--- src/hw/rtl/shig_fifo.sv ---
// ----------------------------------------------------------------------------
// shig_fifo
// Small register queue used between the stages and at the result side.
// ----------------------------------------------------------------------------
`default_nettype none

module shig_fifo #(
	parameter int WIDTH = 8,
	parameter int DEPTH = 2
) (
	input  wire logic             clk,
	input  wire logic             arst_n,
	input  wire logic             push,
	input  wire logic [WIDTH-1:0] wdata,
	output logic                  full,
	input  wire logic             pop,
	output logic [WIDTH-1:0]      rdata,
	output logic                  empty
);

	localparam int AW = (DEPTH > 1) ? $clog2(DEPTH) : 1;
	localparam int CW = $clog2(DEPTH + 1);

	logic [WIDTH-1:0] mem_q [DEPTH];
	logic [AW-1:0]    wr_ptr_q;
	logic [AW-1:0]    rd_ptr_q;
	logic [CW-1:0]    cnt_q;
	logic             do_push;
	logic             do_pop;

	assign full    = (cnt_q == CW'(DEPTH));
	assign empty   = (cnt_q == '0);
	assign do_push = push & ~full;
	assign do_pop  = pop & ~empty;
	assign rdata   = mem_q[rd_ptr_q];

	always_ff @(posedge clk or negedge arst_n) begin
		if (!arst_n) begin
			wr_ptr_q <= '0;
			rd_ptr_q <= '0;
			cnt_q    <= '0;
		end else begin
			if (do_push) begin
				wr_ptr_q <= (wr_ptr_q == AW'(DEPTH - 1)) ? '0 : wr_ptr_q + 1'b1;
			end
			if (do_pop) begin
				rd_ptr_q <= (rd_ptr_q == AW'(DEPTH - 1)) ? '0 : rd_ptr_q + 1'b1;
			end
			if (do_push && !do_pop) begin
				cnt_q <= cnt_q + 1'b1;
			end else if (do_pop && !do_push) begin
				cnt_q <= cnt_q - 1'b1;
			end
		end
	end

	always_ff @(posedge clk) begin
		if (do_push) begin
			mem_q[wr_ptr_q] <= wdata;
		end
	end

endmodule

`default_nettype wire

--- config.mk ---
export PLATFORM = sky130hd
export DESIGN_NAME = shig_fifo
export DESIGN_NICKNAME = d
export VERILOG_FILES = /design/src/hw/rtl/shig_fifo.sv
export SDC_FILE = /design/constraint.sdc
export NUM_CORES = 1
export LEC_CHECK = 0
export BUFFER_PORTS_ARGS = -buffer_cell sky130_fd_sc_hd__buf_2
export CAP_MARGIN = 40
export CORE_AREA = 2 2 48 50
export CTS_BUF_LIST = sky130_fd_sc_hd__clkbuf_4
export DETAILED_ROUTE_END_ITERATION = 8
export DIE_AREA = 0 0 50 52
export SETUP_SLACK_MARGIN = 0.1
export SLEW_MARGIN = 30
export SYNTH_ARGS = -nofsm -noshare
export SYNTH_HDL_FRONTEND = slang
export SYNTH_SLANG_ARGS = --single-unit
--- constraint.sdc ---
create_clock -name clk -period 1.5 [get_ports clk]
set_input_delay 0.3 -clock clk [delete_from_list [all_inputs] [get_ports clk]]
set_output_delay 0.3 -clock clk [all_outputs]
set_load 0.01 [all_outputs]
==> reports/metrics.csv, run 1 <==
metric,value,unit
final worst slack,-0.0743,ns
Initial Util,37.1,%
CP max FO,4,
Syn Nets,57,
CTS max path bufs,2,
Sw Pwr,0.000668,W
pin count of the biggest net entering global routing,12,
Area contributors post-synth,"edfxtp_1, dfrtp_1, mux2_1",
worst hold path depth,1,
worst clock skew,0.0105,ns
layout cells sized above 1,64.9,%
CTS tree,done,
initial antenna violation count,0,
first-pass GRT wire length,1.94,mm
Slew HR,73.6,%
Reg power frac,39.5,%
Worst Setup EP,rdata[1],
Setup WS pre-CTS,0.110,ns
drt wl/cell,12.0,µm
Comb power frac,48.8,%
Critical Path RT,1.20,ns
arrival time worst endpoint,1.27,ns
most frequent cells in the layout,"edfxtp_1, buf_2, buf_6",
synth warn,0,
"Slew Viols, Final",0,
input/output buffers,21,
crit path launch type,flop,
Reg2Reg Capture Point,cnt_q[1]$_DFFE_PN0P_,
reg2reg setup slack,0.16,ns
First-pass DRT Iterations,3,
total power,0.00223,W
Layout Nets,91,
Fillers,182,
Mapped Area,782,µm²
Clock Sinks,20,
Netlist cell types,15,
vias in the first global route,438,
Net Sw Frac,30.0,%
Die Area,2600,µm²
RSZ-0062 raised after global routing,true,
shortest period the worst path allows,1.57,ns
antenna cells,0,
final cycle utilization of the critical path,105,%
FP Rows,17,
PD cells,1940,nW/µm²
failing checks,setup timing,
Final Hold Fails,0,
"Clk Latency, worst-skew pair",0.29,ns
Max IR drop VDD,1140,µV
post-synth top area cell,edfxtp_1,
top-area cell type share of the netlist area,61.4,%
outcome,finished with violations,
core area,2110,µm²
Syn Inst Count,44,
P_int,0.00156,W
root buffer cell,clkbuf_4,
drt drc,0,
GRT Residual Overflow,0,
die width,50,µm
Lkg Pwr,0.490,nW
mean post-synth cell area,17.8,µm²
Num CTS Buffers,3,
FF-to-FF Start,cnt_q[0]$_DFFE_PN0P_,
DRT iter0 DRCs,5,
crit path capture type,output port,
Die Ht,52,µm
Seq cells post-synth,20,
fmax,635,MHz
gr usage total,10.5,%
sequential area share after synthesis,74.2,%
CTS H-tree lvls,1,
"antenna viol nets, final",0,
"commonest non-fill, non-tap cell in the layout",edfxtp_1,
detailed placement HPWL,791,µm
Least-Margin Pin Slew,0.397,ns
Clk network pwr share,11.7,%
endpoints failing setup,8,
max cap viols,0,
clock transition at the registers of the reported paths,0.10,ns
via count,460,
Routed WL,1.26,mm
IO Count,22,
RePlAce Congestion,0.599,
area grow syn2layout,46.9,%
worst hold path type,in -> reg,
R2R cell count,7,
critical path type,reg -> out,
routed vias/inst,4.38,
crit path from,rd_ptr_q$_DFFE_PN0P_,
## per-stage QoR
stage	utilization [%]	instances	instance area, µm²	TNS [ns]	hold slack (ns)
6_report	54.5	105	1150	-0.514	0.193
5_1_grt	54.5	105	1150	-0.983	0.170
4_1_cts	52.3	105	1100	-0.551	0.185
3_5_place_dp	44.6	95	940	0	0.115
3_3_place_gp	44.6	95	940	0	0.113
2_1_floorplan	-	44	782	0	0.00441
## power groups by stage
| stage | clock [W] | sequential, W | combinational, W |
|---|---|---|---|
| 3_5_place_dp | 0 | 0.000894 | 0.000627 |
| 3_3_place_gp | 0 | 0.000892 | 0.000618 |
| 6_report | 0.000261 | 0.000880 | 0.00109 |
| 2_1_floorplan | 0 | 0.000846 | 0.000438 |
| 4_1_cts | 0.000273 | 0.000855 | 0.000996 |
| 5_1_grt | 0.000300 | 0.000894 | 0.00117 |
## worst max-delay path, stage by stage, from the launching register on
cell,delay [ns]
dfrtp_2,0.44
buf_6,0.14
mux2_4,0.30
buf_6,0.12
## cells in the mapped netlist
cell	count
xnor2_1	2
nand2b_1	1
xor2_1	2
ha_1	1
buf_2	1
mux2_2	2
xnor2_2	1
o21ai_1	1
mux2_1	6
nand2_2	1
and3_1	1
edfxtp_1	16
dfrtp_1	4
nor2_1	3
inv_1	2
## sequential cells by signal, indices dropped and copies added (netlist names)
name / count
cnt_q: 2
mem_q: 16
rd_ptr_q: 1
wr_ptr_q: 1
## layer usage
layer / wire length, µm / track usage (%) / vias to the layer above
li1: - / - / 224
met4: 0 / 5.56 / 0
met5: 0 / 0 / -
met1: 509 / 12.0 / 220
met3: 78 / 3.45 / 0
met2: 666 / 17.5 / 16
## worst min path at each step
stage | start | endpoint
CTS | wdata[6] | mem_q[0][6]$_DFFE_PP_
floorplan | arst_n | cnt_q[0]$_DFFE_PN0P_
global route | wdata[2] | mem_q[0][2]$_DFFE_PP_
detailed placement | arst_n | wr_ptr_q$_DFFE_PN0N_
global placement | arst_n | cnt_q[1]$_DFFE_PN0P_
finish | wdata[6] | mem_q[0][6]$_DFFE_PP_
## repair_timing
item,in CTS,in global routing
gates resized for setup,20,11
endpoints found under the setup margin,9,15
pin swaps,1,4
setup buffers,5,0
endpoints found under the hold margin,4,0
gates cloned,0,0
hold buffers,1,0
## cell families after synthesis
logic type / after synthesis / synth area share (%)
simple gates: 6 / 3.84
compound gates: 1 / 0.639
xor+xnor: 5 / 6.56
fa+ha+maj: 1 / 1.60
flops: 20 / 74.2
mux: 8 / 11.5
buf+inv: 3 / 1.60
## final cells by class
cell class | instances | area (µm²) | area share [%]
inverters | 2 | 10.0 | 0.871
well taps | 28 | 35.0 | 3.05
clock buffers | 4 | 30.0 | 2.61
flip-flops and latches | 20 | 583 | 50.8
multi-input cells | 21 | 250 | 21.8
repair buffers | 30 | 240 | 20.9
Note: power is estimated with default switching activity, not from simulation.
==> run 2: changes to the inputs <==
--- a/config.mk
+++ b/config.mk
@@ -5,12 +5,12 @@
 export SDC_FILE = /design/constraint.sdc
 export NUM_CORES = 1
 export LEC_CHECK = 0
-export BUFFER_PORTS_ARGS = -buffer_cell sky130_fd_sc_hd__buf_2
 export CAP_MARGIN = 40
 export CORE_AREA = 2 2 48 50
 export CTS_BUF_LIST = sky130_fd_sc_hd__clkbuf_4
 export DETAILED_ROUTE_END_ITERATION = 8
 export DIE_AREA = 0 0 50 52
+export DONT_BUFFER_PORTS = 1
 export SETUP_SLACK_MARGIN = 0.1
 export SLEW_MARGIN = 30
 export SYNTH_ARGS = -nofsm -noshare
==> run 2 against run 1 <==
The flow now finishes without violations. Critical path type unchanged. Sequential power hardly changed. Critical endpoint is now rdata[7]. Combinational power down 26%. Wire length fell by 12%.
==> reports/metrics.csv, run 2 (synthesized netlist as in run 1, its figures left out) <==
metric,value,unit
outcome,"complete, no violations",
Min Hold Slack,0.103,ns
routed vias/inst,4.60,
Setup TNS,0,ns
RePlAce Congestion,0.575,
Lkg Pwr,0.390,nW
Worst Setup EP,rdata[7],
Final Cell Area,977,µm²
gr busiest metal,met2,
first-pass GRT wire length,1.65,mm
Reg2Reg Capture Point,cnt_q[1]$_DFFE_PN0P_,
Layout Nets,69,
"antenna viol nets, final",0,
clock transition at the registers of the reported paths,0.10,ns
"Slew Viols, Final",0,
input/output buffers,0,
endpoints failing setup,0,
PD cells,1990,nW/µm²
DRT iter0 DRCs,1,
Final Hold Fails,0,
CP max FO,3,
CTS H-tree lvls,1,
pin count of the biggest net entering global routing,12,
area grow syn2layout,25.0,%
Largest regs,"mem_q: 16 flops, cnt_q: 2 flops",
FF-to-FF Start,cnt_q[0]$_DFFE_PN0P_,
First-pass DRT Iterations,2,
max cap viols,0,
antenna cells,0,
"commonest non-fill, non-tap cell in the layout",edfxtp_1,
GR met1 Demand/Resource,8.94,%
Clock Sinks,20,
via count,382,
Initial Util,37.1,%
worst clock skew,0.00586,ns
reg2reg setup slack,0.12,ns
CTS tree,done,
shortest period the worst path allows,1.47,ns
"Clk Latency, worst-skew pair",0.28,ns
Max IR drop VDD,1110,µV
gr usage total,9.07,%
detailed placement HPWL,723,µm
M3 GR Usage,5.17,%
crit path from,rd_ptr_q$_DFFE_PN0P_,
flip-flop count of the largest register after layout,16,
initial antenna violation count,0,
drt wl/cell,13.3,µm
core area,2110,µm²
Routed WL,1.11,mm
root buffer cell,clkbuf_4,
arrival time worst endpoint,1.17,ns
GRT Residual Overflow,0,
Num CTS Buffers,3,
Top reg by flops,mem_q,
Die Area,2600,µm²
Least-Margin Pin Slew,0.208,ns
worst hold path depth,0,
Slew HR,86.1,%
layout cells sized above 1,50.9,%
R2R cell count,6,
die width,50,µm
final cycle utilization of the critical path,97.7,%
worst hold path type,in -> reg,
Die Ht,52,µm
FP Rows,17,
most frequent cells in the layout,"edfxtp_1, mux2_4, clkbuf_4, buf_6, buf_4",
Critical Path RT,1.20,ns
vias in the first global route,377,
crit path capture type,output port,
RSZ-0062 raised after global routing,true,
critical path type,reg -> out,
CTS max path bufs,2,
drt drc,0,
met2 usage,14.7,%
crit path launch type,flop,
fmax,682,MHz
area post-placement,827,µm²
IO Count,22,
-- run 2: changes by cell type in the layout (fill, tap and decap cells not counted) --
cell / delta
and3_1: -1
and3_2: +1
buf_2: -13
buf_4: -1
buf_6: -8
ha_2: +1
ha_4: -1
inv_1: +1
inv_4: -1
mux2_2: -2
mux2_4: +2
nand2_2: +1
nand2_4: -1
-- run 2: stage by stage --
stage / util [%] / setup WS, ns / total power [W] / cells
floorplan: - / 0.108 / 0.00128 / 44
global placement: 39.3 / 0.143 / 0.00139 / 73
detailed placement: 39.3 / 0.130 / 0.00140 / 73
CTS: 43.7 / 0.0254 / 0.00183 / 83
global route: 46.4 / -0.0305 / 0.00207 / 83
finish: 46.4 / 0.0340 / 0.00195 / 83
-- run 2: how the worst min path moves through the flow --
stage | from | endpoint
floorplan | arst_n | cnt_q[0]$_DFFE_PN0P_
global placement | arst_n | wr_ptr_q$_DFFE_PN0N_
detailed placement | arst_n | wr_ptr_q$_DFFE_PN0N_
CTS | wdata[2] | mem_q[0][2]$_DFFE_PP_
global route | wdata[2] | mem_q[0][2]$_DFFE_PP_
finish | wdata[2] | mem_q[0][2]$_DFFE_PP_
-- run 2: cell type report --
| type | instances | area (µm²) |
|---|---|---|
| clock buffers | 4 | 30.0 |
| fillers | 185 | 1130 |
| inverters | 2 | 7.51 |
| multi-input cells | 21 | 244 |
| flip-flops and latches | 20 | 583 |
| well taps | 28 | 35.0 |
| repair buffers | 8 | 77.6 |
-- run 2: power by group --
| part | leakage, nW | switching, W | total [W] | internal, W |
|---|---|---|---|---|
| logic | 0.178 | 0.000355 | 0.000807 | 0.000452 |
| registers | 0.193 | 0.0000952 | 0.000877 | 0.000782 |
| clock network | 0.0184 | 0.000141 | 0.000262 | 0.000121 |
| total | 0.390 | 0.000591 | 0.00195 | 0.00136 |
-- run 2: what timing repair did --
item,in CTS,in global routing
hold buffers,1,0
endpoints found under the hold margin,4,0
setup endpoints to repair,9,17
setup buffers,5,0
pin swaps,2,3
gates resized for setup,13,15
-- run 2: critical path: stages (launching register included) --
cell and delay, ns:
dfrtp_2 0.44, buf_6 0.14, mux2_4 0.31
-- run 2: per-layer routing --
metal | part of all wire (%) | up-vias
li1 | - | 181
met1 | 40 | 184
met2 | 48 | 17
met3 | 12 | 0
met4 | 0 | 0
met5 | 0 | -
