### src/hw/rtl/shig_pkg.sv
// ----------------------------------------------------------------------------
// shig_pkg
// Shared types and constants of the hashed scatter instance generator.
// ----------------------------------------------------------------------------
`default_nettype none

package shig_pkg;

	localparam logic [63:0] MIX_A = 64'hbf58476d1ce4e5b9;
	localparam logic [63:0] MIX_B = 64'h94d049bb133111eb;

	localparam logic [6:0] MAX_INSTANCES = 7'd64;
	localparam logic [6:0] ROW_STRIDE    = 7'd7;
	localparam int JOB_DEPTH = 2;
	localparam int RES_DEPTH = 2;

	localparam logic [1:0] REG_WORLD_SEED     = 2'd0;
	localparam logic [1:0] REG_INSTANCE_COUNT = 2'd1;
	localparam logic [1:0] REG_CELL_SIZE      = 2'd2;

	localparam logic [63:0] SEED_RESET  = 64'd0;
	localparam logic [6:0]  COUNT_RESET = 7'd16;
	localparam logic [30:0] SIZE_RESET  = 31'd4194304;

	typedef struct packed {
		logic [63:0] key_mix;
		logic [31:0] ox;
		logic [31:0] oy;
		logic [31:0] oz;
		logic [6:0]  count;
		logic [30:0] step;
	} job_t;

	typedef struct packed {
		logic [31:0] pos_x;
		logic [31:0] pos_y;
		logic [31:0] pos_z;
		logic [15:0] scale_code;
		logic [15:0] rotation_code;
		logic [63:0] instance_seed;
		logic        last_of_cell;
	} res_t;

	typedef enum logic [1:0] {
		F_IDLE,
		F_DIV,
		F_PUSH
	} front_state_t;

	typedef enum logic [2:0] {
		B_IDLE,
		B_LOAD,
		B_MULA,
		B_MULB,
		B_PLACE,
		B_PUSH
	} back_state_t;

endpackage

`default_nettype wire

### src/hw/rtl/shig_back.sv
// ----------------------------------------------------------------------------
// shig_back
// Runs the splitmix64 chain on one shared 32x32 multiplier and places
// each instance on the jittered grid.
// ----------------------------------------------------------------------------
`default_nettype none

module shig_back (
	input  wire logic      clk,
	input  wire logic      arst_n,
	input  shig_pkg::job_t job,
	input  wire logic      job_empty,
	output logic           job_pop,
	output shig_pkg::res_t res,
	output logic           res_push,
	input  wire logic      res_full
);

	shig_pkg::back_state_t state_q, state_d;

	shig_pkg::job_t job_q;
	logic [63:0]    v_q;
	logic [63:0]    st_q;
	logic [63:0]    acc_q;
	logic [63:0]    prod_q;
	logic [31:0]    px_q;
	logic [1:0]     phase_q;
	logic [6:0]     i_q;
	logic [6:0]     row_q;
	logic           first_q;

	logic [31:0] mul_a;
	logic [31:0] mul_b;
	logic [63:0] load_src;
	logic [63:0] acc_fin;
	logic [63:0] cst;
	logic [37:0] cx_full;
	logic [37:0] rz_full;
	logic [31:0] pz;
	logic [7:0]  row_n;
	logic        last;

	assign cst      = (state_q == shig_pkg::B_MULA) ? shig_pkg::MIX_A : shig_pkg::MIX_B;
	assign load_src = first_q ? job_q.key_mix : st_q + 64'(i_q) + 64'd1;
	assign acc_fin  = acc_q + {prod_q[31:0], 32'd0};
	assign cx_full  = job_q.step * i_q;
	assign rz_full  = job_q.step * row_q;
	assign pz       = job_q.oz + rz_full[31:0] + prod_q[47:16];
	assign last     = (i_q + 7'd1 == job_q.count);

	always_comb begin
		row_n = {1'b0, row_q} + {1'b0, shig_pkg::ROW_STRIDE};
		for (int k = 0; k < 7; k++) begin
			if (row_n >= {1'b0, job_q.count}) begin
				row_n = row_n - {1'b0, job_q.count};
			end
		end
	end

	always_comb begin
		state_d = state_q;
		unique case (state_q)
			shig_pkg::B_IDLE:  if (!job_empty) state_d = shig_pkg::B_LOAD;
			shig_pkg::B_LOAD:  state_d = shig_pkg::B_MULA;
			shig_pkg::B_MULA:  if (phase_q == 2'd3) state_d = shig_pkg::B_MULB;
			shig_pkg::B_MULB:  if (phase_q == 2'd3) begin
				state_d = first_q ? shig_pkg::B_LOAD : shig_pkg::B_PLACE;
			end
			shig_pkg::B_PLACE: if (phase_q == 2'd1) state_d = shig_pkg::B_PUSH;
			shig_pkg::B_PUSH:  if (!res_full) begin
				state_d = last ? shig_pkg::B_IDLE : shig_pkg::B_LOAD;
			end
			default:           state_d = shig_pkg::B_IDLE;
		endcase
	end

	always_comb begin
		job_pop  = (state_q == shig_pkg::B_IDLE) & ~job_empty;
		res_push = (state_q == shig_pkg::B_PUSH);
		mul_a    = v_q[31:0];
		mul_b    = cst[31:0];
		if (state_q == shig_pkg::B_PLACE) begin
			mul_a = (phase_q == 2'd0) ? {16'd0, st_q[23:8]} : {16'd0, st_q[39:24]};
			mul_b = {1'b0, job_q.step};
		end else begin
			unique case (phase_q)
				2'd1:    mul_a = v_q[63:32];
				2'd2:    mul_b = cst[63:32];
				default: mul_a = v_q[31:0];
			endcase
		end
		res.pos_x         = px_q;
		res.pos_y         = job_q.oy;
		res.pos_z         = pz;
		res.scale_code    = st_q[55:40];
		res.rotation_code = st_q[63:48];
		res.instance_seed = st_q;
		res.last_of_cell  = last;
	end

	always_ff @(posedge clk or negedge arst_n) begin
		if (!arst_n) begin
			state_q <= shig_pkg::B_IDLE;
			phase_q <= '0;
			first_q <= 1'b0;
			i_q     <= '0;
			row_q   <= '0;
		end else begin
			state_q <= state_d;
			if (state_d != state_q) begin
				phase_q <= '0;
			end else begin
				phase_q <= phase_q + 1'b1;
			end
			if (job_pop) begin
				first_q <= 1'b1;
				i_q     <= '0;
				row_q   <= '0;
			end else if (state_q == shig_pkg::B_MULB && phase_q == 2'd3) begin
				first_q <= 1'b0;
			end else if (state_q == shig_pkg::B_PUSH && !res_full && !last) begin
				i_q   <= i_q + 1'b1;
				row_q <= row_n[6:0];
			end
		end
	end

	always_ff @(posedge clk) begin
		if (job_pop) begin
			job_q <= job;
		end
		// hold the z jitter product while the result waits
		if (state_q != shig_pkg::B_PUSH) begin
			prod_q <= mul_a * mul_b;
		end
		unique case (state_q)
			shig_pkg::B_LOAD: v_q <= load_src ^ (load_src >> 30);
			shig_pkg::B_MULA, shig_pkg::B_MULB: begin
				if (phase_q == 2'd1) begin
					acc_q <= prod_q;
				end else if (phase_q == 2'd2) begin
					acc_q <= acc_fin;
				end else if (phase_q == 2'd3) begin
					if (state_q == shig_pkg::B_MULA) begin
						v_q <= acc_fin ^ (acc_fin >> 27);
					end else begin
						st_q <= acc_fin ^ (acc_fin >> 31);
					end
				end
			end
			shig_pkg::B_PLACE: begin
				if (phase_q == 2'd1) begin
					px_q <= job_q.ox + cx_full[31:0] + prod_q[47:16];
				end
			end
			default: ;
		endcase
	end

endmodule

`default_nettype wire

### config.mk
export PLATFORM = sky130hd
export DESIGN_NAME = shig_back
export DESIGN_NICKNAME = d
export VERILOG_FILES = /design/src/hw/rtl/shig_pkg.sv /design/src/hw/rtl/shig_back.sv
export SDC_FILE = /design/constraint.sdc
export NUM_CORES = 2
export LEC_CHECK = 0
export ABC_AREA = 1
export BUFFER_PORTS_ARGS = -buffer_cell sky130_fd_sc_hd__buf_2
export CAP_MARGIN = 10
export CORE_UTILIZATION = 30
export CTS_BUF_LIST = sky130_fd_sc_hd__clkbuf_4 sky130_fd_sc_hd__clkbuf_8
export CTS_CLUSTER_SIZE = 40
export DETAILED_ROUTE_END_ITERATION = 10
export GPL_ROUTABILITY_DRIVEN = 0
export PLACE_DENSITY_LB_ADDON = 0.15
export SYNTH_ARGS = -nofsm -noshare
export SYNTH_HDL_FRONTEND = slang
export SYNTH_SLANG_ARGS = --single-unit
### constraint.sdc
create_clock -name clk -period 20.5 [get_ports clk]
set_input_delay 0 -clock clk [delete_from_list [all_inputs] [get_ports clk]]
set_output_delay 0 -clock clk [all_outputs]
set_load 0.005 [all_outputs]
==> impl_metrics.toml <==
[timing]
min_period_ns = 14.61
rsz0062_at_grt = "no"
min_period_over_period_pct = 71.3
setup_viol = 0
fin_setup_tns_ns = 0
tightest_slew_ns = 1.27
final_hold_viol_count = 0
drv_slew = 0
fin_skew_ns = 0.0579
max_freq_ghz = 0.0684
max-slew-margin-rel_pct = 14.7

[hold_path]
hp-class = "in -> reg"
holdPathStages = 4
worstHoldStart = "res_full"

[synthesis]
netlist_area_sq_um = 73400
netlist-cell-type-count = 71
yosys_warnings = 0
avgSynthCellArea_sq_um = 8.84
syn_inst = 8313
ys_ff_latch = 506
yosysSeqAreaShare_pct = 20.6

[die]
start_util_pct = 30.2
core_sq_um = 243000
die_x_um = 497
dieArea_sq_um = 247000
num_rows = 181
die_h_um = 497
num_io_pins = 397

[grt]
grt_usage_pct = 24.0
antenna_found_initial = 38
grt_overflow = 0
grt_max_degree = 72
grt_pass1_vias = 62182
grt_pass1_wl_um = 427000

[critical_path]
cp_max_fo = 34
critPathCaptureType = "flop"
startpoint = "row_q[0]$_DFFE_PN0P_"
path_class = "reg -> reg"
crit_slowest_cell = "a211oi_2"
r2r-start = "row_q[0]$_DFFE_PN0P_"
worst-endpoint-arrival_ns = 15.34
crit_top_cell = "nand2_1"
cp-start-kind = "flop"
required_ns = 21.23
reg2regPathDepth = 80
max_stage_delay_ns = 0.62

[drt]
routed_wl_um = 295000
drc_errors = 0
post_drt_wl_per_cell_um = 23.9
first_iter_violations = 4804
final_antenna_net_count = 0
drtPass1Iterations = 6
viasPerCell = 4.83
via_count = 59534

[final_layout]
fin_cells = 12337
design_area_sq_um = 85100
drive_gt1_share_pct = 8.87
layout.nets = 10979
finish.utilization_pct = 35.0
synthToLayoutAreaGrowth_pct = 15.8

[cts]
cts_root_buffer = "clkbuf_8"
clkSlewWorstSetupHoldPaths_ns = 0.07
clockBufferDepth = 3
clk_latency_ns = 0.84
cts_tree = "done"
h-tree-depth = 3
numCtsBuffers = 95
cts_sinks = 506

[place]
dp_hpwl_um = 239000
place.port_buffers = 396
placed_cells = 11751
place_area_sq_um = 79100

[run_status]
status = "complete, no violations"

[job]
maxCapViolations = 0
-- cell families after synthesis --
| family | synth area share [%] |
|---|---|
| XOR/XNOR | 3.91 |
| AND/OR/NAND/NOR | 14.9 |
| adder cells (fa/ha/maj) | 42.7 |
| other | 0.0102 |
| flip-flops | 20.6 |
| AO/OA/AOI/OAI | 5.35 |
| multiplexers | 0.213 |
| buffers and inverters | 12.4 |
-- routing by layer --
metal	wire [um]	track usage [%]
met3	20300	3.97
met5	215	0
met4	12200	9.05
met1	127000	32.1
met2	136000	38.9
-- timing repair --
action,4_1_cts,5_1_grt
gates resized for setup,0,0
endpoints found under the setup margin,0,0
buffers inserted,0,0
hold buffers,401,0
endpoints found under the hold margin,259,0
-- placed cells by master (no fill, tap or decap), types with 15 or more instances in the layout --
| master | netlist | final |
|---|---|---|
| a21oi_1 | 255 | 253 |
| a31oi_1 | 38 | 38 |
| buf_2 | 11 | 396 |
| buf_4 | 67 | 125 |
| clkbuf_4 | 0 | 21 |
| clkbuf_8 | 0 | 97 |
| clkinv_1 | 14 | 35 |
| conb_1 | 2 | 32 |
| dfrtp_1 | 20 | 19 |
| diode_2 | 0 | 18 |
| dlygate4sd3_1 | 0 | 400 |
| edfxtp_1 | 486 | 486 |
| fa_1 | 1291 | 1291 |
| ha_1 | 439 | 437 |
| inv_1 | 1993 | 1988 |
| inv_2 | 19 | 23 |
| nand2_1 | 1893 | 1892 |
| nand2_2 | 15 | 16 |
| nand3_1 | 102 | 102 |
| nand4_1 | 51 | 51 |
| nor2_1 | 488 | 481 |
| nor3_1 | 57 | 55 |
| nor4_1 | 22 | 22 |
| o21a_1 | 15 | 15 |
| o21ai_0 | 230 | 221 |
| o21ai_1 | 47 | 53 |
| o21bai_1 | 15 | 15 |
| o31ai_1 | 15 | 15 |
| or2_2 | 17 | 17 |
| xnor2_1 | 94 | 94 |
| xor2_1 | 228 | 228 |
-- registers in the layout (all words and copies together), names as in the netlist, 7 cells and up --
name / flops
job_q: 166
res: 32
prod_q: 64
row_q: 7
st_q: 64
acc_q: 64
v_q: 64
i_q: 7
px_q: 32
-- through the flow --
stage	worst slack, ns	hold slack (ns)
final	5.89	0.218
after global routing	4.57	0.208
after CTS	6.10	0.129
after detailed placement	6.13	0.0834
after global placement	6.72	0.0842
after floorplan	4.71	-0.296
-- final timing paths --
path	to	slack, ns
setup / recovery	row_q[4]$_DFFE_PN0P_	5.89
hold / removal	state_q[2]$_DFF_PN0_	0.22
setup reg to reg	row_q[4]$_DFFE_PN0P_	5.89
hold reg to reg	acc_q[49]$_DFFE_PP_	0.54
max in group asynchronous	first_q$_DFFE_PN0P_	20.04
min in group asynchronous	row_q[2]$_DFFE_PN0P_	0.24
-- cell usage after synthesis (all sizes together) --
cell type,instances,area share [%]
o311ai,3,0.036
o211a,1,0.014
a31oi,38,0.32
o2111ai,4,0.048
o21bai,15,0.15
conb,2,0.010
o41ai,1,0.012
o221a,2,0.031
a21boi,12,0.12
nand3b,6,0.078
nand2,1916,9.9
a21oi,258,1.8
nor4,23,0.20
clkinv,16,0.085
o221ai,3,0.036
o22ai,9,0.077
a21o,14,0.14
a2111oi,2,0.024
mux2,5,0.077
a221oi,3,0.036
or3,1,0.0085
or2,19,0.16
o32ai,1,0.012
o31ai,16,0.17
o21a,15,0.15
buf,108,0.94
and2,1,0.0085
nor2,498,2.7
o211ai,10,0.11
o21ai,286,2.0
inv,2012,10
nor3,59,0.42
nand3,117,0.97
clkbuf,207,1.1
a31o,1,0.012
mux2i,10,0.14
fa,1291,35
xor2,231,2.8
nand4,53,0.49
a211oi,5,0.058
ha,439,7.5
dfrtp,20,0.68
edfxtp,486,20
xnor2,94,1.1
-- cell type report --
class                           count  area, sq um
Timing Repair Buffer              922         6940
Sequential cell                   506        15100
Tap cell                         3202         4010
Clock buffer                      118         1490
Fill cell                       25399       158000
Antenna cell                       18         45.0
Inverter                         2028         7620
Clock inverter                     49          394
Multi-Input combinational cell   5494        49500
-- critical path: cells and delay by family (launching register included) --
family,cells,cell delay (ns)
AOI/OAI and AO/OA,18,4.50
xor gates and xnor gates,1,0.21
adders and majority gates,11,3.57
buffers and inverters,13,1.76
DFF,1,0.33
and+or+nand+nor,37,4.07
Power is not shown: default switching activity piles up to over one toggle a cycle in this logic, so the estimate is an artifact.
