==> config.mk <==
export PLATFORM = sky130hd
export DESIGN_NAME = shig_front
export DESIGN_NICKNAME = d
export VERILOG_FILES = /design/src/hw/rtl/shig_pkg.sv /design/src/hw/rtl/shig_front.sv
export SDC_FILE = /design/constraint.sdc
export NUM_CORES = 1
export LEC_CHECK = 0
export BUFFER_PORTS_ARGS = -buffer_cell sky130_fd_sc_hd__buf_2
export CAP_MARGIN = 15
export CORE_AREA = 5 5 179 181
export CTS_CLUSTER_DIAMETER = 60
export DETAILED_ROUTE_END_ITERATION = 12
export DIE_AREA = 0 0 184 186
export GPL_TIMING_DRIVEN = 0
export PLACE_DENSITY = 0.51
export REMOVE_ABC_BUFFERS = 1
export SETUP_SLACK_MARGIN = 0.2
export SYNTH_ARGS = -nofsm -noshare
export SYNTH_HDL_FRONTEND = slang
export SYNTH_SLANG_ARGS = --single-unit
==> constraint.sdc <==
create_clock -name clk -period 5.1 [get_ports clk]
set_input_delay 0.255 -clock clk [delete_from_list [all_inputs] [get_ports clk]]
set_output_delay 0.255 -clock clk [all_outputs]
set_load 0.005 [all_outputs]
==> src/hw/rtl/shig_pkg.sv <==
// ----------------------------------------------------------------------------
// shig_pkg
// Shared types and constants of the hashed scatter instance generator.
// ----------------------------------------------------------------------------
`default_nettype none

package shig_pkg;

	localparam logic [63:0] MIX_A = 64'hbf58476d1ce4e5b9;
	localparam logic [63:0] MIX_B = 64'h94d049bb133111eb;

	localparam logic [6:0] MAX_INSTANCES = 7'd64;
	localparam logic [6:0] ROW_STRIDE    = 7'd7;
	localparam int JOB_DEPTH = 2;
	localparam int RES_DEPTH = 2;

	localparam logic [1:0] REG_WORLD_SEED     = 2'd0;
	localparam logic [1:0] REG_INSTANCE_COUNT = 2'd1;
	localparam logic [1:0] REG_CELL_SIZE      = 2'd2;

	localparam logic [63:0] SEED_RESET  = 64'd0;
	localparam logic [6:0]  COUNT_RESET = 7'd16;
	localparam logic [30:0] SIZE_RESET  = 31'd4194304;

	typedef struct packed {
		logic [63:0] key_mix;
		logic [31:0] ox;
		logic [31:0] oy;
		logic [31:0] oz;
		logic [6:0]  count;
		logic [30:0] step;
	} job_t;

	typedef struct packed {
		logic [31:0] pos_x;
		logic [31:0] pos_y;
		logic [31:0] pos_z;
		logic [15:0] scale_code;
		logic [15:0] rotation_code;
		logic [63:0] instance_seed;
		logic        last_of_cell;
	} res_t;

	typedef enum logic [1:0] {
		F_IDLE,
		F_DIV,
		F_PUSH
	} front_state_t;

	typedef enum logic [2:0] {
		B_IDLE,
		B_LOAD,
		B_MULA,
		B_MULB,
		B_PLACE,
		B_PUSH
	} back_state_t;

endpackage

`default_nettype wire

==> src/hw/rtl/shig_front.sv <==
// ----------------------------------------------------------------------------
// shig_front
// Accepts cell requests, saturates the count, divides out the grid step.
// ----------------------------------------------------------------------------
`default_nettype none

module shig_front (
	input  wire logic        clk,
	input  wire logic        arst_n,
	input  wire logic        push,
	output logic             full,
	input  wire logic [63:0] cell_key,
	input  wire logic [31:0] origin_x,
	input  wire logic [31:0] origin_y,
	input  wire logic [31:0] origin_z,
	input  wire logic [63:0] world_seed,
	input  wire logic [6:0]  instance_count,
	input  wire logic [30:0] cell_size,
	output logic             job_push,
	output shig_pkg::job_t   job,
	input  wire logic        job_full
);

	shig_pkg::front_state_t state_q, state_d;

	shig_pkg::job_t job_q;
	logic [30:0]    quot_q;
	logic [6:0]     rem_q;
	logic [4:0]     iter_q;
	logic [6:0]     count_sat;
	logic [6:0]     sh;
	logic           ge;
	logic           accept;

	assign count_sat = (instance_count > shig_pkg::MAX_INSTANCES) ?
		shig_pkg::MAX_INSTANCES : instance_count;
	assign accept = push & ~full;
	assign sh     = {rem_q[5:0], quot_q[30]};
	assign ge     = (sh >= job_q.count);

	always_comb begin
		state_d = state_q;
		unique case (state_q)
			shig_pkg::F_IDLE: if (push && count_sat != '0) state_d = shig_pkg::F_DIV;
			shig_pkg::F_DIV:  if (iter_q == 5'd30) state_d = shig_pkg::F_PUSH;
			shig_pkg::F_PUSH: if (!job_full) state_d = shig_pkg::F_IDLE;
			default:          state_d = shig_pkg::F_IDLE;
		endcase
	end

	always_comb begin
		full      = (state_q != shig_pkg::F_IDLE);
		job_push  = (state_q == shig_pkg::F_PUSH);
		job       = job_q;
		job.step  = quot_q;
	end

	always_ff @(posedge clk or negedge arst_n) begin
		if (!arst_n) begin
			state_q <= shig_pkg::F_IDLE;
			iter_q  <= '0;
		end else begin
			state_q <= state_d;
			if (state_q == shig_pkg::F_IDLE) begin
				iter_q <= '0;
			end else if (state_q == shig_pkg::F_DIV) begin
				iter_q <= iter_q + 1'b1;
			end
		end
	end

	always_ff @(posedge clk) begin
		if (accept) begin
			job_q.key_mix <= world_seed ^ cell_key;
			job_q.ox      <= origin_x;
			job_q.oy      <= origin_y;
			job_q.oz      <= origin_z;
			job_q.count   <= count_sat;
			job_q.step    <= '0;
			quot_q        <= cell_size;
			rem_q         <= '0;
		end else if (state_q == shig_pkg::F_DIV) begin
			rem_q  <= ge ? sh - job_q.count : sh;
			quot_q <= {quot_q[29:0], ge};
		end
	end

endmodule

`default_nettype wire

==> qor.yml, run 1 <==
drt:
  via_count: 6140
  drtIter0Drc: 234
  drt_pre_antenna_iters: 4
  ant_nets: 0
  drt-total-wl_um: 24900
  wire_per_inst_um: 16.3
  drc_errors: 0
  viasPerCell: 4.01
placement:
  place_ws_ns: 2.33
  io_buffers: 465
  post-dp-hpwl_um: 18100
  dpl.cell_count: 1280
  postPlaceCellArea_um2: 10900
  place_congestion: 0.771
global_routing:
  grt_pass1_wl_um: 36300
  grt-ovfl-total: 0
  grt_max_degree: 34
  grt_pass1_vias: 6663
  grtUsageTotal: 0.134
  antenna_found_initial: 2
cts:
  htree_levels: 1
  clock-sinks: 211
  clock_path_buffers: 3
  cts_resized: 0
  clockRootBuffer: "clkbuf_16"
  cts_tree: "done"
  clk_pin_slew_ns: 0.06
  clock_latency_ns: 0.53
  cts_buffers: 28
sta:
  hold_viol: 0
  worst_pin_slew_ns: 0.738
  period_needed_ns: 2.77
  fmax_ghz: 0.361
  worst_slack_ns: 2.33
  fin_crit_sh: 0.543
  rsz0062_at_grt: "false"
  setup_viol: 0
  max_slew_margin: 0.507
  slew_viol_final: 0
  skew_ns: 0.0138
hold_path:
  hold_path.class: "in -> reg"
yosys:
  synth-seq-cells: 211
  postSynthAreaPerCell_um2: 18.9
  synth_cell_types: 41
  netlist_instances: 418
  yosysWarnings: 0
  syn_area_um2: 7890
  seq_area_frac_synth: 0.791
critical_path:
  crit_chain: "or2_2, nor2_4, buf_12, buf_12, buf_12, mux2_2"
  end_kind: "flip-flop"
  critical_path_buf_inv_count: 3
  r2r_slack_ns: 2.33
  crit_path_start_kind: "flip-flop"
  crit_type: "reg -> reg"
  max_stage_delay_ns: 0.51
  cp.arrival_ns: 3.04
  cp_common_cell: "buf_12"
  cp_max_fo: 31
  cp.required_ns: 5.37
  slowest_stage: "dfrtp_1"
  cp_top_family: "simple AND/OR/NAND/NOR gates"
floorplanning:
  start_util: 0.261
  num_rows: 64
  die_w_um: 184
  die_area_um2: 34200
  core_region_area_um2: 30300
  io_pins: 466
  dieHeight_um: 186
pwr:
  cellLeakagePower_nw: 5.90
  p_comb_frac: 0.219
  power_density_nw_per_um2: 416
  seqPwrFrac: 0.433
  p_sw_mw: 1.49
  vdd_ir_drop_max_mv: 0.322
  power_mw: 5.76
  clock_power_share: 0.348
  switching_share: 0.258
  p_int_mw: 4.27
cells_and_area:
  final_layout_size_suffix_gt1_frac: 0.489
  stdcell_count: 1532
  stdcell_area_um2: 13800
  fillers: 2752
  nets: 1389
  area_growth_pct: 75.2
job:
  cap_violations: 0
outcome:
  outcome: "finished clean"
-- path summary, 6_finish.rpt --
| path | endpoint | from | cells after the start |
|---|---|---|---|
| min | job[139] | cell_key[5] | 2 |
| max reg2reg | quot_q[1] | state_q[1] | 6 |
| min reg2reg | rem_q[5] | rem_q[5] | 2 |
| min in group asynchronous | iter_q[4] | arst_n | 2 |
| max | quot_q[1] | state_q[1] | 6 |
| max in group asynchronous | iter_q[1] | arst_n | 2 |
-- timing repair --
item                                   in CTS  in global routing
hold buffers                              199                  0
buffers inserted                            0                  0
endpoints found under the hold margin     171                  0
-- layout make-up --
type                            count  area, um^2  area share
Sequential cell                   211        6240       0.452
Timing Repair Buffer              672        4500       0.326
Multi-Input combinational cell    187        1570       0.114
Antenna cell                        2        5.00    0.000362
Clock buffer                       31         733      0.0530
Tap cell                          396         495      0.0358
Inverter                           13        48.8     0.00353
Clock inverter                     20         225      0.0163
-- registers in the layout (all words and copies together), names as in the netlist --
name,count
iter_q,5
rem_q,6
quot_q,31
state_q,2
job,167
-- kinds of logic after synthesis --
group,share of synthesized area
adders and majority gates,0.0168
xor gates and xnor gates,0.0733
and+or+nand+nor,0.0295
buffers and inverters,0.0109
muxes,0.0457
AOI/OAI and AO/OA,0.0330
DFF,0.791
-- synth_stat cells --
| library cell | count | area share |
|---|---|---|
| o21a_1 | 1 | 0.00095 |
| o2111ai_1 | 1 | 0.0011 |
| o311ai_2 | 2 | 0.0041 |
| mux2_2 | 32 | 0.046 |
| xnor2_1 | 1 | 0.0011 |
| nand2_1 | 13 | 0.0062 |
| o2bb2ai_1 | 1 | 0.0011 |
| a22o_1 | 4 | 0.0044 |
| nand2b_1 | 3 | 0.0024 |
| o22ai_1 | 1 | 0.00079 |
| nor3_1 | 4 | 0.0025 |
| a311oi_1 | 1 | 0.0011 |
| buf_6 | 1 | 0.0014 |
| fa_1 | 1 | 0.0025 |
| o31a_1 | 1 | 0.0011 |
| o21a_2 | 1 | 0.0011 |
| a21oi_1 | 3 | 0.0019 |
| inv_1 | 13 | 0.0062 |
| xor2_1 | 65 | 0.072 |
| nand4_1 | 2 | 0.0016 |
| o21bai_1 | 1 | 0.00095 |
| nor2b_1 | 10 | 0.0079 |
| dfxtp_1 | 6 | 0.015 |
| o211ai_1 | 4 | 0.0038 |
| or2_1 | 2 | 0.0016 |
| nand3_1 | 3 | 0.0019 |
| edfxtp_1 | 198 | 0.75 |
| ha_1 | 9 | 0.014 |
| a221o_1 | 1 | 0.0013 |
| nor2_1 | 6 | 0.0029 |
| a21o_1 | 2 | 0.0019 |
| o21ai_0 | 6 | 0.0038 |
| o211a_1 | 1 | 0.0013 |
| dfrtp_1 | 7 | 0.022 |
| o221ai_1 | 1 | 0.0011 |
| o311ai_0 | 1 | 0.0011 |
| nor3b_1 | 1 | 0.00095 |
| nor4_1 | 1 | 0.00079 |
| clkbuf_1 | 3 | 0.0014 |
| or2_2 | 1 | 0.00079 |
| buf_2 | 3 | 0.0019 |
-- per-layer routing --
| layer | part of all wire | GRT usage | up-vias |
|---|---|---|---|
| li1 | - | - | 2978 |
| met1 | 0.36 | 0.150 | 2837 |
| met2 | 0.52 | 0.245 | 287 |
| met3 | 0.098 | 0.0434 | 38 |
| met4 | 0.019 | 0.0382 | 0 |
| met5 | 0 | 0 | - |
-- power by group through the flow --
stage	registers, mW	clock network (mW)	logic [mW]
4_1_cts	2.49	2.07	1.28
3_5_place_dp	2.52	0	1.14
5_1_grt	2.54	2.14	1.40
6_report	2.49	2.00	1.26
2_1_floorplan	2.57	0	0.506
3_3_place_gp	2.57	0	1.11
-- cell usage in the layout, fill, tap and decap left out, types with 6 or more instances in the layout --
master / count
buf_2: 465
dlygate4sd3_1: 199
edfxtp_1: 198
xor2_1: 65
mux2_2: 32
clkbuf_16: 29
inv_1: 13
nand2_1: 13
nor2b_1: 10
ha_1: 9
dfrtp_1: 7
o21ai_0: 6
dfxtp_1: 6
-- per-stage QoR --
| stage | hold slack (ns) | utilization | TNS [ns] |
|---|---|---|---|
| CTS | 0.0000432 | 0.456 | 0 |
| detailed placement | 0.100 | 0.359 | 0 |
| global placement | 0.101 | 0.353 | -1756.77 |
| finish | 0.0357 | 0.457 | 0 |
| floorplan | -0.0406 | - | -947.47 |
| global route | 0.00170 | 0.457 | 0 |
Power figures use the tool's default switching activity.
==> run 2: changes to the inputs <==
- clock period: 5.1 -> 2.87 ns (I/O delays scaled with it)
==> run 2 against run 1 <==
Count of clock-buffer cells in the layout unchanged. Sequential cell count unchanged. Cell area increased by 4.9%. Core utilization increased by 2.2 points. Clock skew about the same. Largest power group unchanged. First-iteration DRC count decreased by 6.8%. Combinational power increased by 87%. Sequential share of layout area decreased by 2.1 points. Die area unchanged. Routed wire length increased by 4.2%. Power increased by 80%.
==> qor.yml, run 2 (synthesis gave the netlist of run 1 again) <==
outcome:
  outcome: "finished clean"  # unchanged
cts:
  htree_levels: 1  # unchanged
  cts_buffers: 28  # unchanged
  clock_latency_ns: 0.53  # about the same
  clockRootBuffer: "clkbuf_16"  # unchanged
  clk_pin_slew_ns: 0.06  # about the same
  clock-sinks: 211  # unchanged
  cts_tree: "done"  # unchanged
  clock_path_buffers: 3  # unchanged
critical_path:
  crit_path_start_kind: "flip-flop"  # unchanged
  rr_worst_depth: 7  # was 6
  reg2reg_from: "job[32]"  # was state_q[1]
  crit_type: "reg -> reg"  # unchanged
  cp.arrival_ns: 2.67  # was 3.04 ns
  cp-startpoint: "job[32]"  # was state_q[1]
  cp.required_ns: 3.14  # was 5.37 ns
  end_kind: "flip-flop"  # unchanged
  r2r_slack_ns: 0.47  # was 2.33 ns
  cp_max_fo: 7  # was 31
  cp-endpoint: "quot_q[0]"  # was quot_q[1]
  rr_endpoint: "quot_q[0]"  # was quot_q[1]
sta:
  skew_ns: 0.0139  # was 0.0138 ns
  fmax_ghz: 0.417  # was 0.361 GHz
  slew_viol_final: 0  # unchanged
  rsz0062_at_grt: "false"  # unchanged
  fin_crit_sh: 0.836  # was 0.543
  max_slew_margin: 0.485  # was 0.507
  period_needed_ns: 2.40  # was 2.77 ns
  setup_tns_ns: 0  # unchanged
  worst_pin_slew_ns: 0.771  # was 0.738 ns
  hold_viol: 0  # unchanged
  setup_viol: 0  # unchanged
floorplanning:
  num_rows: 64  # unchanged
  start_util: 0.261  # unchanged
  io_pins: 466  # unchanged
  die_area_um2: 34200  # unchanged
  dieHeight_um: 186  # unchanged
  core_region_area_um2: 30300  # unchanged
  die_w_um: 184  # unchanged
pwr:
  clock_power_share: 0.344  # was 0.348
  power_density_nw_per_um2: 714  # was 416 nW/um^2
  cellLeakagePower_nw: 6.19  # was 5.90 nW
  seqPwrFrac: 0.428  # was 0.433
  vdd_ir_drop_max_mv: 0.573  # was 0.322 mV
  p_int_mw: 7.67  # was 4.27 mW
  p_comb_frac: 0.228  # was 0.219
  p_sw_mw: 2.67  # was 1.49 mW
  switching_share: 0.258  # about the same
drt:
  via_count: 6490  # was 6,140
  wire_per_inst_um: 16.2  # was 16.3 um
  drt-total-wl_um: 26000  # was 24,900 um
  drc_errors: 0  # unchanged
  drt_pre_antenna_iters: 4  # unchanged
  ant_nets: 0  # unchanged
  drtIter0Drc: 218  # was 234
  viasPerCell: 4.06  # was 4.01
placement:
  place_congestion: 0.771  # unchanged
  io_buffers: 465  # unchanged
  post-dp-hpwl_um: 18100  # unchanged
global_routing:
  met2_usage: 0.265  # was 0.245
  antenna_found_initial: 2  # unchanged
  grt_pass1_wl_um: 38100  # was 36,300 um
  gr-usage-met1: 0.153  # was 0.150
  grtUsageMet3: 0.0416  # was 0.0434
  grt_max_degree: 34  # unchanged
  grt-ovfl-total: 0  # unchanged
  grt-busiest-layer: "met2"  # unchanged
  grt_pass1_vias: 7133  # was 6,663
  grtUsageTotal: 0.140  # was 0.134
hold_path:
  hold_path.class: "in -> reg"  # unchanged
  hp-start: "push"  # was cell_key[5]
cells_and_area:
  area_growth_pct: 83.7  # was 75.2%
  nets: 1457  # was 1,389
  multiInputGateArea_um2: 1570  # unchanged
  final_layout_size_suffix_gt1_frac: 0.463  # was 0.489
  fin_util: 0.479  # was 0.457
  seq_area_um2: 6240  # unchanged
  largest_reg_flops: 167  # unchanged
  final_cell_mix: "buf_2, dlygate4sd3_1, edfxtp_1"  # unchanged
  fillers: 2685  # was 2,752
  layout_commonest_cell: "buf_2"  # unchanged
job:
  cap_violations: 0  # unchanged
## run 2: changes by cell type in the layout (fill, tap and decap cells not counted)
cell / change
buf_4: +2
dlygate4sd3_1: +66
## run 2: timing repair
item,CTS,global route
hold buffers,265,0
setup buffers,2,0
setup endpoints to repair,21,0
resized for setup,0,0
hold endpoints to repair,206,0
## run 2: how the worst min path moves through the flow
stage | slack, ns | end | depth (start not counted)
detailed placement | -0.01 | state_q[1] | 1
floorplan | -0.15 | iter_q[0] | 0
global route | 0.20 | job[83] | 4
finish | 0.21 | rem_q[4] | 4
global placement | -0.01 | iter_q[4] | 1
CTS | 0.17 | rem_q[4] | 4
## run 2: cell type report
type                            instances  area share
Timing Repair Buffer                  740       0.357
Clock buffer                           31      0.0506
Sequential cell                       211       0.430
Multi-Input combinational cell        187       0.108
Antenna cell                            2    0.000345
Inverter                               13     0.00337
Tap cell                              396      0.0342
Clock inverter                         20      0.0155
## run 2: power by group through the flow
stage                     sequential [mW]  combinational [mW]  clock, mW
after CTS                            4.43                2.38       3.68
after global routing                 4.50                2.60       3.81
after detailed placement             4.48                2.02          0
final                                4.43                2.36       3.56
after floorplan                      4.70                1.10          0
after global placement               4.51                1.94          0
## run 2: metrics by stage
step           area, um^2  power [mW]  std cells  worst slack, ns  hold WS [ns]
4_1_cts             14500        10.5       1598            0.451         0.174
2_1_floorplan        7850        5.80        411            -7.48        -0.152
3_3_place_gp        10700        6.45       1272           -11.92       -0.0106
6_report            14500        10.3       1600            0.469         0.210
5_1_grt             14500        10.9       1600            0.369         0.198
3_5_place_dp        10900        6.50       1280           0.0972       -0.0114
## run 2: critical path, cell delays in order (launching register included)
cell and delay (ns):
edfxtp_1 0.42, inv_1 0.06, ha_1 0.31, nor2b_1 0.17, o21a_1 0.20, o31a_1 0.33
or2_1 0.35, mux2_2 0.30
## run 2: per-layer routing
layer | vias to the layer above | wire length [um]
met5 | - | 0
met4 | 0 | 549
met3 | 42 | 2410
li1 | 3113 | -
met1 | 3047 | 9330
met2 | 288 | 13700
